<file path="src/hdl/assert_macros.svh">
// ---------------------------------------------------------------------------
// assert_macros.svh
// Assertion helpers for the Annex B splitter blocks.
// ---------------------------------------------------------------------------
`ifndef ASSERT_MACROS_SVH
`define ASSERT_MACROS_SVH

`ifndef ASSERT_OFF
// expression must hold at every clock edge out of reset
`define ASSERT_ALWAYS(lbl, clk, rstn, expr) \
  lbl: assert property (@(posedge clk) disable iff (!rstn) (expr)) \
    else $error("assertion failed");
// implication within the same cycle
`define ASSERT_IMPLY(lbl, clk, rstn, ante, cons) \
  lbl: assert property (@(posedge clk) disable iff (!rstn) (ante) |-> (cons)) \
    else $error("assertion failed");
`else
`define ASSERT_ALWAYS(lbl, clk, rstn, expr)
`define ASSERT_IMPLY(lbl, clk, rstn, ante, cons)
`endif

`endif

</file>
<file path="src/hdl/anb_pkg.sv">
// ---------------------------------------------------------------------------
// anb_pkg
// Shared types and constants of the Annex B start code parser.
// ---------------------------------------------------------------------------
package anb_pkg;

  localparam int LENGTH_BITS_DEF = 24;
  localparam int EVQ_DEPTH       = 2;
  localparam int ADDR_BITS       = 3;

  localparam logic [23:0] MAX_LEN_RST = 24'd65536;

  // register index, taken from paddr[2]
  localparam logic REG_MAX_UNIT_LENGTH = 1'b0;

  localparam logic [1:0] ST_OK       = 2'd0;
  localparam logic [1:0] ST_NO_START = 2'd1;
  localparam logic [1:0] ST_SAT      = 2'd2;

  localparam logic [2:0] PFX_THREE = 3'd3;
  localparam logic [2:0] PFX_FOUR  = 3'd4;

  typedef enum logic [1:0] {
    PH_OPEN,
    PH_UNIT,
    PH_SKIP
  } phase_t;

  // event from front to back
  typedef struct packed {
    logic       is_err;
    logic       fin;
    logic       ovf;
    logic       four;
    logic [7:0] hdr;
  } evt_t;

endpackage

</file>
<file path="src/hdl/anb_front.sv">
// ---------------------------------------------------------------------------
// anb_front
// Byte intake: start code detection, unit byte count and event generation.
// ---------------------------------------------------------------------------
module anb_front #(
  parameter int LENGTH_BITS = anb_pkg::LENGTH_BITS_DEF
) (
  input  logic                   clk,
  input  logic                   rst_n,
  input  logic                   in_push,
  output logic                   in_full,
  input  logic [7:0]             in_data_byte,
  input  logic                   in_end_of_stream,
  input  logic                   q_full,
  output logic                   ev_valid,
  output anb_pkg::evt_t          ev,
  output logic [LENGTH_BITS-1:0] ev_len
);

  localparam logic [LENGTH_BITS-1:0] K3 = LENGTH_BITS'(3);
  localparam logic [LENGTH_BITS-1:0] K4 = LENGTH_BITS'(4);

  anb_pkg::phase_t        phase_r, phase_nxt;
  logic [23:0]            hist_r, hist_nxt, hist_new;
  logic [LENGTH_BITS-1:0] cnt_r, cnt_nxt, cnt_inc, len_cut, k;
  logic                   four_r, four_nxt;
  logic [7:0]             hdr_r, hdr_nxt, hdr_eff;
  logic                   seen_r, seen_nxt;
  logic                   ovf_r, ovf_nxt, ovf_new;
  logic                   accept, eos, cnt_full;
  logic [2:0]             ocnt;
  logic                   open_start, open_four, open_bad;
  logic                   hit4, hit3, hit;

  assign in_full  = q_full;
  assign accept   = in_push && !q_full;
  assign eos      = in_end_of_stream;
  assign hist_new = {hist_r[15:0], in_data_byte};
  assign ocnt     = cnt_r[2:0] + 3'd1;

  // opening check
  always_comb begin
    open_start = 1'b0;
    open_four  = 1'b0;
    open_bad   = 1'b0;
    if (ocnt == 3'd3) begin
      if (hist_new == 24'h000001) begin
        open_start = 1'b1;
      end else if (hist_new != 24'h0) begin
        open_bad = 1'b1;
      end
    end else if (ocnt >= 3'd4) begin
      if (in_data_byte == 8'h01) begin
        open_start = 1'b1;
        open_four  = 1'b1;
      end else begin
        open_bad = 1'b1;
      end
    end
  end

  // in-unit detection and counting
  assign hit4     = (hist_r == 24'h0) && (in_data_byte == 8'h01);
  assign hit3     = !hit4 && (hist_r[15:0] == 16'h0) && (in_data_byte == 8'h01);
  assign hit      = hit4 || hit3;
  assign cnt_full = &cnt_r;
  assign cnt_inc  = cnt_full ? cnt_r : cnt_r + LENGTH_BITS'(1);
  assign ovf_new  = ovf_r || cnt_full;
  assign k        = hit4 ? K4 : K3;
  assign len_cut  = (cnt_inc >= k) ? cnt_inc - k : '0;
  assign hdr_eff  = seen_r ? hdr_r : in_data_byte;

  // next phase
  always_comb begin
    phase_nxt = phase_r;
    if (accept) begin
      if (eos) begin
        phase_nxt = anb_pkg::PH_OPEN;
      end else begin
        case (phase_r)
          anb_pkg::PH_OPEN: begin
            if (open_start) begin
              phase_nxt = anb_pkg::PH_UNIT;
            end else if (open_bad) begin
              phase_nxt = anb_pkg::PH_SKIP;
            end
          end
          anb_pkg::PH_UNIT: phase_nxt = anb_pkg::PH_UNIT;
          anb_pkg::PH_SKIP: phase_nxt = anb_pkg::PH_SKIP;
          default:          phase_nxt = anb_pkg::PH_OPEN;
        endcase
      end
    end
  end

  // stream state
  always_comb begin
    hist_nxt = hist_r;
    cnt_nxt  = cnt_r;
    four_nxt = four_r;
    hdr_nxt  = hdr_r;
    seen_nxt = seen_r;
    ovf_nxt  = ovf_r;
    if (accept) begin
      hist_nxt = hist_new;
      case (phase_r)
        anb_pkg::PH_OPEN: begin
          cnt_nxt = LENGTH_BITS'(ocnt);
          if (open_start) begin
            cnt_nxt  = open_four ? K4 : K3;
            four_nxt = open_four;
            seen_nxt = 1'b0;
            ovf_nxt  = 1'b0;
          end
        end
        anb_pkg::PH_UNIT: begin
          cnt_nxt = cnt_inc;
          ovf_nxt = ovf_new;
          if (!seen_r) begin
            hdr_nxt  = in_data_byte;
            seen_nxt = 1'b1;
          end
          if (hit) begin
            cnt_nxt  = k;
            four_nxt = hit4;
            seen_nxt = 1'b0;
            hdr_nxt  = 8'h0;
            ovf_nxt  = 1'b0;
          end
        end
        default: ;
      endcase
      if (eos) begin
        hist_nxt = 24'hFFFFFF;
        cnt_nxt  = '0;
        four_nxt = 1'b0;
        hdr_nxt  = 8'h0;
        seen_nxt = 1'b0;
        ovf_nxt  = 1'b0;
      end
    end
  end

  // event out
  always_comb begin
    ev_valid = 1'b0;
    ev       = '0;
    ev_len   = '0;
    if (accept) begin
      case (phase_r)
        anb_pkg::PH_OPEN: begin
          if (!open_start && (open_bad || eos)) begin
            ev_valid  = 1'b1;
            ev.is_err = 1'b1;
            ev.fin    = eos;
          end
        end
        anb_pkg::PH_UNIT: begin
          if (hit || eos) begin
            ev_valid = 1'b1;
            ev.fin   = eos;
            ev.four  = four_r;
            ev.hdr   = hdr_eff;
            ev.ovf   = ovf_new;
            ev_len   = hit ? len_cut : cnt_inc;
          end
        end
        default: ;
      endcase
    end
  end

  always_ff @(posedge clk) begin
    if (!rst_n) begin
      phase_r <= anb_pkg::PH_OPEN;
      hist_r  <= 24'hFFFFFF;
      cnt_r   <= '0;
      four_r  <= 1'b0;
      hdr_r   <= 8'h0;
      seen_r  <= 1'b0;
      ovf_r   <= 1'b0;
    end else begin
      phase_r <= phase_nxt;
      hist_r  <= hist_nxt;
      cnt_r   <= cnt_nxt;
      four_r  <= four_nxt;
      hdr_r   <= hdr_nxt;
      seen_r  <= seen_nxt;
      ovf_r   <= ovf_nxt;
    end
  end

endmodule

</file>
<file path="src/hdl/anb_evq.sv">
// ---------------------------------------------------------------------------
// anb_evq
// Small register queue of events between front and back.
// ---------------------------------------------------------------------------
module anb_evq #(
  parameter int WIDTH = 8,
  parameter int DEPTH = anb_pkg::EVQ_DEPTH
) (
  input  logic             clk,
  input  logic             rst_n,
  input  logic             wr_en,
  input  logic [WIDTH-1:0] wr_data,
  output logic             full,
  input  logic             rd_en,
  output logic             valid,
  output logic [WIDTH-1:0] rd_data
);

  localparam int PW = (DEPTH > 1) ? $clog2(DEPTH) : 1;
  localparam int CW = $clog2(DEPTH + 1);
  localparam logic [PW-1:0] LAST = PW'(DEPTH - 1);

  logic [WIDTH-1:0] mem_r [DEPTH];
  logic [PW-1:0]    wp_r, wp_nxt, rp_r, rp_nxt;
  logic [CW-1:0]    cnt_r, cnt_nxt;
  logic             do_wr, do_rd;

  assign full    = (cnt_r == CW'(DEPTH));
  assign valid   = (cnt_r != '0);
  assign do_wr   = wr_en && !full;
  assign do_rd   = rd_en && valid;
  assign rd_data = mem_r[rp_r];

  always_comb begin
    wp_nxt  = wp_r;
    rp_nxt  = rp_r;
    cnt_nxt = cnt_r;
    if (do_wr) begin
      wp_nxt = (wp_r == LAST) ? '0 : wp_r + PW'(1);
    end
    if (do_rd) begin
      rp_nxt = (rp_r == LAST) ? '0 : rp_r + PW'(1);
    end
    if (do_wr && !do_rd) begin
      cnt_nxt = cnt_r + CW'(1);
    end else if (!do_wr && do_rd) begin
      cnt_nxt = cnt_r - CW'(1);
    end
  end

  always_ff @(posedge clk) begin
    if (!rst_n) begin
      wp_r  <= '0;
      rp_r  <= '0;
      cnt_r <= '0;
    end else begin
      wp_r  <= wp_nxt;
      rp_r  <= rp_nxt;
      cnt_r <= cnt_nxt;
    end
  end

  always_ff @(posedge clk) begin
    if (do_wr) begin
      mem_r[wp_r] <= wr_data;
    end
  end

endmodule

</file>
<file path="src/hdl/anb_back.sv">
// ---------------------------------------------------------------------------
// anb_back
// Descriptor formatting: length saturation, header split, result register.
// ---------------------------------------------------------------------------
module anb_back #(
  parameter int LENGTH_BITS = anb_pkg::LENGTH_BITS_DEF
) (
  input  logic                   clk,
  input  logic                   rst_n,
  input  logic                   q_valid,
  output logic                   q_pop,
  input  anb_pkg::evt_t          ev,
  input  logic [LENGTH_BITS-1:0] ev_len,
  input  logic [23:0]            lim,
  output logic                   out_empty,
  input  logic                   out_pop,
  output logic [23:0]            out_unit_length,
  output logic [2:0]             out_prefix_length,
  output logic                   out_forbidden_zero,
  output logic [1:0]             out_reference_idc,
  output logic [4:0]             out_unit_type,
  output logic [1:0]             out_status,
  output logic                   out_final_unit
);

  localparam int CW = (LENGTH_BITS > 24) ? LENGTH_BITS : 24;

  logic        ov_r;
  logic        load, sat;
  logic [CW-1:0] len_ext;
  logic [23:0] len_r, len_nxt;
  logic [2:0]  pfx_r, pfx_nxt;
  logic [7:0]  hdr_r, hdr_nxt;
  logic [1:0]  st_r, st_nxt;
  logic        fin_r;

  assign load    = q_valid && (!ov_r || out_pop);
  assign q_pop   = load;
  assign len_ext = CW'(ev_len);
  assign sat     = ev.ovf || (len_ext > CW'(lim));

  always_comb begin
    len_nxt = '0;
    pfx_nxt = '0;
    hdr_nxt = '0;
    st_nxt  = anb_pkg::ST_NO_START;
    if (!ev.is_err) begin
      pfx_nxt = ev.four ? anb_pkg::PFX_FOUR : anb_pkg::PFX_THREE;
      hdr_nxt = ev.hdr;
      st_nxt  = sat ? anb_pkg::ST_SAT : anb_pkg::ST_OK;
      len_nxt = sat ? lim : len_ext[23:0];
    end
  end

  always_ff @(posedge clk) begin
    if (!rst_n) begin
      ov_r <= 1'b0;
    end else if (load) begin
      ov_r <= 1'b1;
    end else if (out_pop) begin
      ov_r <= 1'b0;
    end
  end

  always_ff @(posedge clk) begin
    if (load) begin
      len_r <= len_nxt;
      pfx_r <= pfx_nxt;
      hdr_r <= hdr_nxt;
      st_r  <= st_nxt;
      fin_r <= ev.fin;
    end
  end

  assign out_empty          = !ov_r;
  assign out_unit_length    = len_r;
  assign out_prefix_length  = pfx_r;
  assign out_forbidden_zero = hdr_r[7];
  assign out_reference_idc  = hdr_r[6:5];
  assign out_unit_type      = hdr_r[4:0];
  assign out_status         = st_r;
  assign out_final_unit     = fin_r;

endmodule

</file>
<file path="src/hdl/annexb_nal_unit_splitter_core.sv">
// ---------------------------------------------------------------------------
// annexb_nal_unit_splitter_core
// Annex B start code parser: one byte per item in, one unit descriptor out.
//
//   channel  | handshake          | payload
//   ---------+--------------------+------------------------------------------
//   in       | in_push / in_full  | data_byte, end_of_stream
//   out      | out_pop / out_empty| unit_length, prefix_length, header fields,
//            |                    | status, final_unit
//   cfg      | APB, pready high   | max_unit_length at byte address 0
//
// One byte item per cycle sustained while in_full is low. A descriptor travels
// from the byte that closes its unit through the event queue and then the back
// result register to the out ports. A two-entry event queue decouples
// front and back. Reset (rst_n low, synchronous) clears stream state;
// max_unit_length returns to 65536. in_full rises while the queue is full.
// ---------------------------------------------------------------------------
`include "assert_macros.svh"

module annexb_nal_unit_splitter_core #(
  parameter int LENGTH_BITS = anb_pkg::LENGTH_BITS_DEF
) (
  input  logic                          clk,
  input  logic                          rst_n,
  input  logic                          in_push,
  output logic                          in_full,
  input  logic [7:0]                    in_data_byte,
  input  logic                          in_end_of_stream,
  output logic                          out_empty,
  input  logic                          out_pop,
  output logic [23:0]                   out_unit_length,
  output logic [2:0]                    out_prefix_length,
  output logic                          out_forbidden_zero,
  output logic [1:0]                    out_reference_idc,
  output logic [4:0]                    out_unit_type,
  output logic [1:0]                    out_status,
  output logic                          out_final_unit,
  input  logic                          cfg_psel,
  input  logic                          cfg_penable,
  input  logic                          cfg_pwrite,
  input  logic [anb_pkg::ADDR_BITS-1:0] cfg_paddr,
  input  logic [31:0]                   cfg_pwdata,
  output logic [31:0]                   cfg_prdata,
  output logic                          cfg_pready
);

  localparam int CW = (LENGTH_BITS > 24) ? LENGTH_BITS : 24;
  localparam int QW = $bits(anb_pkg::evt_t) + LENGTH_BITS;
  localparam logic [CW-1:0] LEN_ALL = CW'({LENGTH_BITS{1'b1}});
  localparam logic [23:0] LIM_RST =
    (CW'(anb_pkg::MAX_LEN_RST) > LEN_ALL) ? LEN_ALL[23:0] : anb_pkg::MAX_LEN_RST;

  logic [23:0]            max_r, lim_r, lim_nxt;
  logic                   cfg_wr;
  logic                   fq_full, fq_valid, fq_wr, fq_pop;
  anb_pkg::evt_t          f_ev, b_ev;
  logic [LENGTH_BITS-1:0] f_len, b_len;
  logic [QW-1:0]          q_rd;

  // config
  assign cfg_pready = 1'b1;
  assign cfg_wr     = cfg_psel && cfg_penable && cfg_pwrite &&
                      (cfg_paddr[2] == anb_pkg::REG_MAX_UNIT_LENGTH);
  assign cfg_prdata = (cfg_paddr[2] == anb_pkg::REG_MAX_UNIT_LENGTH) ?
                      {8'h0, max_r} : 32'h0;
  assign lim_nxt    = (CW'(cfg_pwdata[23:0]) > LEN_ALL) ? LEN_ALL[23:0] : cfg_pwdata[23:0];

  always_ff @(posedge clk) begin
    if (!rst_n) begin
      max_r <= anb_pkg::MAX_LEN_RST;
      lim_r <= LIM_RST;
    end else if (cfg_wr) begin
      max_r <= cfg_pwdata[23:0];
      lim_r <= lim_nxt;
    end
  end

  anb_front #(.LENGTH_BITS(LENGTH_BITS)) u_front (
    .clk              (clk),
    .rst_n            (rst_n),
    .in_push          (in_push),
    .in_full          (in_full),
    .in_data_byte     (in_data_byte),
    .in_end_of_stream (in_end_of_stream),
    .q_full           (fq_full),
    .ev_valid         (fq_wr),
    .ev               (f_ev),
    .ev_len           (f_len)
  );

  anb_evq #(.WIDTH(QW), .DEPTH(anb_pkg::EVQ_DEPTH)) u_evq (
    .clk     (clk),
    .rst_n   (rst_n),
    .wr_en   (fq_wr),
    .wr_data ({f_ev, f_len}),
    .full    (fq_full),
    .rd_en   (fq_pop),
    .valid   (fq_valid),
    .rd_data (q_rd)
  );

  assign b_ev  = anb_pkg::evt_t'(q_rd[QW-1:LENGTH_BITS]);
  assign b_len = q_rd[LENGTH_BITS-1:0];

  anb_back #(.LENGTH_BITS(LENGTH_BITS)) u_back (
    .clk                (clk),
    .rst_n              (rst_n),
    .q_valid            (fq_valid),
    .q_pop              (fq_pop),
    .ev                 (b_ev),
    .ev_len             (b_len),
    .lim                (lim_r),
    .out_empty          (out_empty),
    .out_pop            (out_pop),
    .out_unit_length    (out_unit_length),
    .out_prefix_length  (out_prefix_length),
    .out_forbidden_zero (out_forbidden_zero),
    .out_reference_idc  (out_reference_idc),
    .out_unit_type      (out_unit_type),
    .out_status         (out_status),
    .out_final_unit     (out_final_unit)
  );

  `ASSERT_ALWAYS(a_evq_no_overrun, clk, rst_n, !(fq_wr && fq_full))
  `ASSERT_IMPLY(a_err_no_prefix, clk, rst_n, !out_empty && out_status == anb_pkg::ST_NO_START, out_prefix_length == 3'd0 && out_unit_length == 24'd0)
  `ASSERT_IMPLY(a_unit_prefix, clk, rst_n, !out_empty && out_status != anb_pkg::ST_NO_START, out_prefix_length == anb_pkg::PFX_THREE || out_prefix_length == anb_pkg::PFX_FOUR)
  `ASSERT_IMPLY(a_sat_at_limit, clk, rst_n, !out_empty && out_status == anb_pkg::ST_SAT, out_unit_length == lim_r)

endmodule

</file>
<file path="config.mk">
export PLATFORM = sky130hd
export DESIGN_NAME = annexb_nal_unit_splitter_core
export DESIGN_NICKNAME = d
export VERILOG_FILES = /design/src/hdl/anb_pkg.sv /design/src/hdl/anb_front.sv /design/src/hdl/anb_evq.sv /design/src/hdl/anb_back.sv /design/src/hdl/annexb_nal_unit_splitter_core.sv
export VERILOG_INCLUDE_DIRS = /design/src /design/src/hdl
export SDC_FILE = /design/constraint.sdc
export NUM_CORES = 1
export LEC_CHECK = 0
export BUFFER_PORTS_ARGS = -buffer_cell sky130_fd_sc_hd__buf_4
export CAP_MARGIN = 25
export CORE_ASPECT_RATIO = 2
export CORE_MARGIN = 3
export CORE_UTILIZATION = 45
export CTS_CLUSTER_DIAMETER = 150
export DETAILED_ROUTE_END_ITERATION = 7
export SETUP_SLACK_MARGIN = 0.1
export SYNTH_ARGS = -nofsm -noshare
export SYNTH_HDL_FRONTEND = slang
export SYNTH_SLANG_ARGS = --single-unit
</file>
<file path="constraint.sdc">
create_clock -name clk -period 5.7 [get_ports clk]
set_clock_uncertainty 0.05 [all_clocks]
set_input_delay 0 -clock clk [delete_from_list [all_inputs] [get_ports clk]]
set_output_delay 0 -clock clk [all_outputs]
set_load 0.005 [all_outputs]
</file>
# Yosys cells after proc, flatten, opt, wreduce, memory -nomap -nowiden
# Memory sizes are Yosys's and may differ from the RTL's. A register that Yosys moved wholly into a read port is not among the register bits.
# Cells that the tools add are included.
[word_totals]
ff_bits = 152
inputBits = 51
output_inout_bits = 73
wordCells = 147
ramBits = 72
mem_count = 1
[memory_table]
columns = ["memory", "words", "width", "rd", "rd_clocked_by_memory_dff", "wr", "line_no", "text"]
rows = [
  ["u_evq.mem_r", 2, 36, 1, 1, 1, "anb_evq.sv:23", "logic [WIDTH-1:0] mem_r [DEPTH];"],
]
[classes]
mux = 67
n_eq_ne = 9
n_reduce_logical = 40
addsub = 7
order_cmp = 4
bitwise_logic = 1
[ops]
columns = ["op", "count"]
rows = [
  ["$mux 24", 13],
  ["$pmux 24 s2", 1],
  ["$mux 8", 4],
  ["$mux 1", 30],
  ["$add 24x1->24 const B", 1],
  ["$eq 24x1->1 const B", 1],
  ["$ge 24x24->1", 1],
  ["$gt 24x24->1", 1],
  ["$gt 24x24->1 const B", 1],
  ["$logic_not 24->1", 1],
  ["$reduce_and 24->1", 1],
  ["$reduce_bool 24->1", 1],
  ["$sub 24x24->24", 1],
  ["$logic_not 16->1", 1],
  ["$mux 2", 7],
  ["$logic_and 1x1->1", 13],
  ["$mux 12", 1],
  ["$mux 11", 1],
  ["$mux 10", 1],
  ["$pmux 1 s2", 5],
  ["$mux 3", 3],
  ["$eq 8x1->1 const B", 1],
  ["$reduce_bool 2->1", 4],
  ["$logic_not 1->1", 6],
  ["18 further kinds", 28],
]

# Longest topological paths before layout
[depth]
depth_word = 15
depth_mapped = 16

# Modules after synthesis
# A second synthesis with hierarchy kept.
[unflattened]
hier_cells = 1147
area_unflattened_um2 = 11621.1
[modules_own_cells]
columns = ["mod", "instances", "seq_area_each_um2", "area_per_inst_um2", "cells_per_inst"]
rows = [
  ["anb_front", 1, 1221.2, 4279.1, 572],
  ["anb_evq", 1, 2262.2, 2831.5, 137],
  ["anb_back", 1, 1131.1, 2447.3, 219],
  ["annexb_nal_unit_splitter_core", 1, 960.9, 2063.2, 219],
]

# Least setup slack after synthesis
# OpenSTA, ideal clock, no wires.
[synth_path]
kind = "input port to flip-flop"
from = "input port in_data_byte[5]"
to = "memory u_evq.mem_r[1][0] in the netlist's numbering (enable)"
stages = 7
arrival_time_ns = 3.451
slack_ns = 1.764
cell_sequence = "or4_1 -> or4_4 -> nor2_4 -> nor2_2 -> or3_4 -> o31a_1 -> nor2b_1"
[synth_between]
elab_chain_len = 13
elab_cells_between_ends = 28
cone_classes = "2 x eq/ne; 15 x mux; 11 x reduce/logical"
[synth_rtl]
columns = ["item", "line_no", "text"]
rows = [
  ["from (decl)", "annexb_nal_unit_splitter_core.sv:27", "input logic [7:0] in_data_byte,"],
  ["parallel branches: the longest is 8 deep, another holds $reduce_bool 24->1", "--", ""],
  ["$pmux 1 s2 *", "anb_front.sv:150", "case (phase_r)"],
  ["$mux 1 *", "anb_front.sv:149", "if (accept) begin"],
  ["$logic_and 1x1->1 *", "anb_evq.sv:30", "assign do_wr = wr_en && !full;"],
  ["$mux 1 *", "anb_evq.sv:64", "if (do_wr) begin"],
  ["$mux 1 (implied by the code) *", "anb_evq.sv:65", "mem_r[wp_r] <= wr_data;"],
  ["to (decl)", "anb_evq.sv:23", ""],
]
# Every way passes the cells marked *.

# Worst setup path in the final report
[layout_path]
from = "register u_front.cnt_r[1]"
to = "memory u_evq.mem_r[0][8] in the netlist's numbering, data pin"
[layout_between]
elab_chain_len = 8
elab_cells_between_ends = 10
cone_classes = "2 x add/sub; 1 x order compare; 6 x mux; 1 x reduce/logical"
[layout_rtl]
columns = ["item", "line_no", "text"]
rows = [
  ["from (decl)", "anb_front.sv:25", "logic [LENGTH_BITS-1:0] cnt_r, cnt_nxt, cnt_inc, len_cut, k;"],
  ["from (signal assigned)", "anb_front.sv:185", "cnt_r <= cnt_nxt;"],
  ["$add 24x1->24 / $reduce_and 24->1 (equally long branches)", "anb_front.sv:67, anb_front.sv:66", ""],
  ["$mux 24 *", "anb_front.sv:67", "assign cnt_inc = cnt_full ? cnt_r : cnt_r + LENGTH_BITS'(1);"],
  ["$sub 24x24->24 / $ge 24x24->1 (equally long branches)", "anb_front.sv:70", "assign len_cut = (cnt_inc >= k) ? cnt_inc - k : '0;"],
  ["$mux 24", "anb_front.sv:70", ""],
  ["$mux 24 *", "anb_front.sv:165", "ev_len = hit ? len_cut : cnt_inc;"],
  ["$mux 24 *", "anb_front.sv:159", "if (hit || eos) begin"],
  ["$mux 24 *", "anb_front.sv:150", ""],
  ["$mux 24 *", "anb_front.sv:149", ""],
  ["named net f_len[8]", "annexb_nal_unit_splitter_core.sv:57", "logic [LENGTH_BITS-1:0] f_len, b_len;"],
]
# Mark *: on every way through the listed nets, which the timed path passes. The rest lies on a longest branch.

==> qor.txt <==
# rows - 80
CTS Buffer Depth - 3
kind of cell adding the most delay to the critical path - simple AND/OR/NAND/NOR gates
number of setup violations in the final report - 0
initial antenna violation count - 0
Slew @ Worst Pin - 0.985 ns
WS Path Type - reg -> reg
via/cell ratio - 5.30
Buf+Inv Stages, Crit Path - 2
Initial DRC Count - 615
Largest stage delay, worst path - 0.63 ns
Slew Viols, Final - 0
total CTS buffers - 21
RD Place Congestion - 0.952
status - finished, final reports clean
Synth area leaders - edfxtp_1, dfxtp_1, nand2_1
diodes inserted - 0
Die X-Extent - 117 µm
Die ar. - 0.0268 mm²
met1 usage - 20.3%
largest net degree at the start of global routing - 51
Hold Violations, Final - 0
number of enable flip-flop cells after synthesis - 109
mean post-synth cell area - 9.57 µm²
Nets - 1,355
Lkg Pwr - 4.85 nW
most crowded layer after global routing - met2
CP max stage cell - a21o_1
met2 GRT Util - 40.5%
wire per inst - 16.9 µm
cell-internal power - 3.04 mW
Die H - 229 µm
Post-synth ARST share - 0%
Worst-path clk slew - 0.07 ns
Vias - 8,567
clock root cell - clkbuf_16
post_cts resized - 0
CTS sink count - 224
CTS tree - yes
Ys Warns - 0
max_cap viols - 0
sequential share of power - 47.9%
Seq/Total Area, Yosys - 50.0%
CORE AREA - 0.0241 mm²
DRC - 0
Routed Wire Length - 27.3 mm
GRT Residual Overflow - 0
synthesized cell area - 0.0111 mm²
Slew headroom - 34.3%
post-DP HPWL - 20.0 mm
Net Sw Frac - 27.4%
Worst setup EP type - register
layout cells sized above 1 - 16.6%
Skew-Pair Late Insertion Delay - 0.52 ns
Hold Crit Class - in -> reg
drt pass-1 iters - 5
P per Cell Area - 318 mW/mm²
met3 usage - 2.48%
area delta synth->final - 18.0%
Starting Density - 46.2%
synth cell count leaders - nand2_1, nor2_1, dfxtp_1
num ports - 124
count leader, synth - nand2_1
post-synth top area share - 29.4%
crit share post-route - 82.1%
cell taking the most area after synthesis - edfxtp_1
first-pass GRT wire length - 44.1 mm
final setup TNS - 0 ns
Crit path required time - 5.87 ns
Final min period - 4.68 ns
Total GRT Usage - 20.1%
Crit Path Max Fanout - 21
Top FF cell, synth - dfxtp_1
logic gate share of total power - 20.4%
htree depth - 1
Peak VDD IR - 234 µV
Switching Power - 1.15 mW
Fmax - 214 MHz
RSZ-0062 raised after global routing - no
#FFs+latches synth - 224
setup repair bufs after CTS - 0
number of global-route vias before repair - 8,574
crit start category - register
synthesized instance count - 1,165
Final ANT Viol Nets - 0
critical-path cell list - ha_1 > nand3_1 > or3_1 > nor2_1 > buf_4 > xnor2_1 > ha_1 > inv_1 > fa_1 > a21oi_1 > and4_1 > nand4_1 > nor2_2 > a21o_1 > nor2_1
Total Power - 4.19 mW
crit path DAT - 4.85 ns
Clk pwr share - 31.6%
number of fill cells - 2,242
IO buf count - 104
Synth cell types - 72
## per-layer routing
| layer | vias to the layer above | routed length [µm] |
|---|---|---|
| met5 | - | 0 |
| met4 | 0 | 984 |
| met3 | 58 | 785 |
| met2 | 169 | 15600 |
| met1 | 4043 | 10000 |
| li1 | 4297 | - |
## worst paths after layout
path / startpoint / to / slack [ns] / cells past startpoint
hold / removal: in_push / u_front.hist_r[14]$_SDFFE_PN1P_ / 0.08 / 5
setup reg to reg: u_front.cnt_r[1]$_SDFFE_PN0P_ / u_evq.mem_r[0][8]$_DFFE_PP_ / 1.02 / 15
hold reg to reg: max_r[21]$_SDFFE_PN0P_ / max_r[21]$_SDFFE_PN0P_ / 0.40 / 2
setup / recovery: u_front.cnt_r[1]$_SDFFE_PN0P_ / u_evq.mem_r[0][8]$_DFFE_PP_ / 1.02 / 15
## kinds of logic after synthesis
kind of cell             count (synthesis)  synth area share, %
AO/OA/AOI/OAI                          203                 11.2
XOR/XNOR                                36                 2.83
adder cells (fa/ha/maj)                 31                 3.55
buffers and inverters                  121                 4.87
flip-flops                             224                 50.0
multiplexers                            75                 7.05
other                                    2               0.0674
AND/OR/NAND/NOR                        473                 20.5
## placed cells by master (no fill, tap or decap), drive strengths merged, types with 9 or more instances in the layout
cell type,count
nand2,153
nor2,141
buf,120
dfxtp,115
edfxtp,109
a21oi,87
o21ai,50
mux2i,47
nor3,47
inv,47
dlygate4sd3,36
ha,30
mux2,28
nor2b,28
clkbuf,28
xnor2,22
nand4,20
nor4,18
nand3,16
xor2,14
a22oi,10
nand2b,9
a211oi,9
conb,9
## cell type report
type	instances	area [µm²]	area share (%)
Clock inverter	10	70.1	0.533
Timing Repair Buffer	156	1270	9.69
Tap cell	328	410	3.12
Clock buffer	28	572	4.35
Sequential cell	224	5580	42.4
Inverter	43	161	1.23
Multi-Input combinational cell	827	5090	38.7
## per-stage QoR
| stage | std cells | hold slack (ns) | setup WS, ns | area, µm² | utilization [%] |
|---|---|---|---|---|---|
| 2_1_floorplan | 1172 | -0.0198 | 1.76 | 11200 | - |
| 3_3_place_gp | 1540 | 0.189 | 1.12 | 12100 | 50.2 |
| 3_5_place_dp | 1542 | 0.198 | 0.978 | 12100 | 50.4 |
| 4_1_cts | 1616 | 0.0556 | 0.948 | 13200 | 54.5 |
| 5_1_grt | 1616 | 0.104 | 0.687 | 13200 | 54.5 |
| 6_report | 1616 | 0.0766 | 1.02 | 13200 | 54.5 |
## worst reg2reg max path: stages, from the launching register on
cell	delay, ns
dfxtp_1	0.45
ha_1	0.25
nand3_1	0.27
or3_1	0.51
nor2_1	0.11
buf_4	0.15
xnor2_1	0.16
ha_1	0.19
inv_1	0.06
fa_1	0.41
a21oi_1	0.21
and4_1	0.22
nand4_1	0.24
nor2_2	0.29
a21o_1	0.63
nor2_1	0.18
## flip-flops by register name, summed over array words and instances (netlist names), 2 cells and up, named ones only
name / flops
u_evq.mem_r: 72
lim_r: 24
max_r: 24
u_back.out_unit_length: 24
u_front.cnt_r: 24
u_front.hist_r: 24
u_back.hdr_r: 8
u_front.hdr_r: 8
u_back.out_prefix_length: 2
u_back.out_status: 2
u_evq.cnt_r: 2
u_front.phase_r: 2
## power groups by stage
stage / logic, mW / registers, mW / clock network (mW)
floorplan: 0.504 / 2.02 / 0
global placement: 0.839 / 2.04 / 0
detailed placement: 0.847 / 2.05 / 0
CTS: 0.872 / 2.01 / 1.37
global route: 0.947 / 2.03 / 1.43
finish: 0.856 / 2.01 / 1.32
## what timing repair did
action | CTS | global route
setup endpoints to repair | 0 | 0
hold buffers | 36 | 0
hold endpoints to repair | 101 | 0
Power figures use the tool's default switching activity.
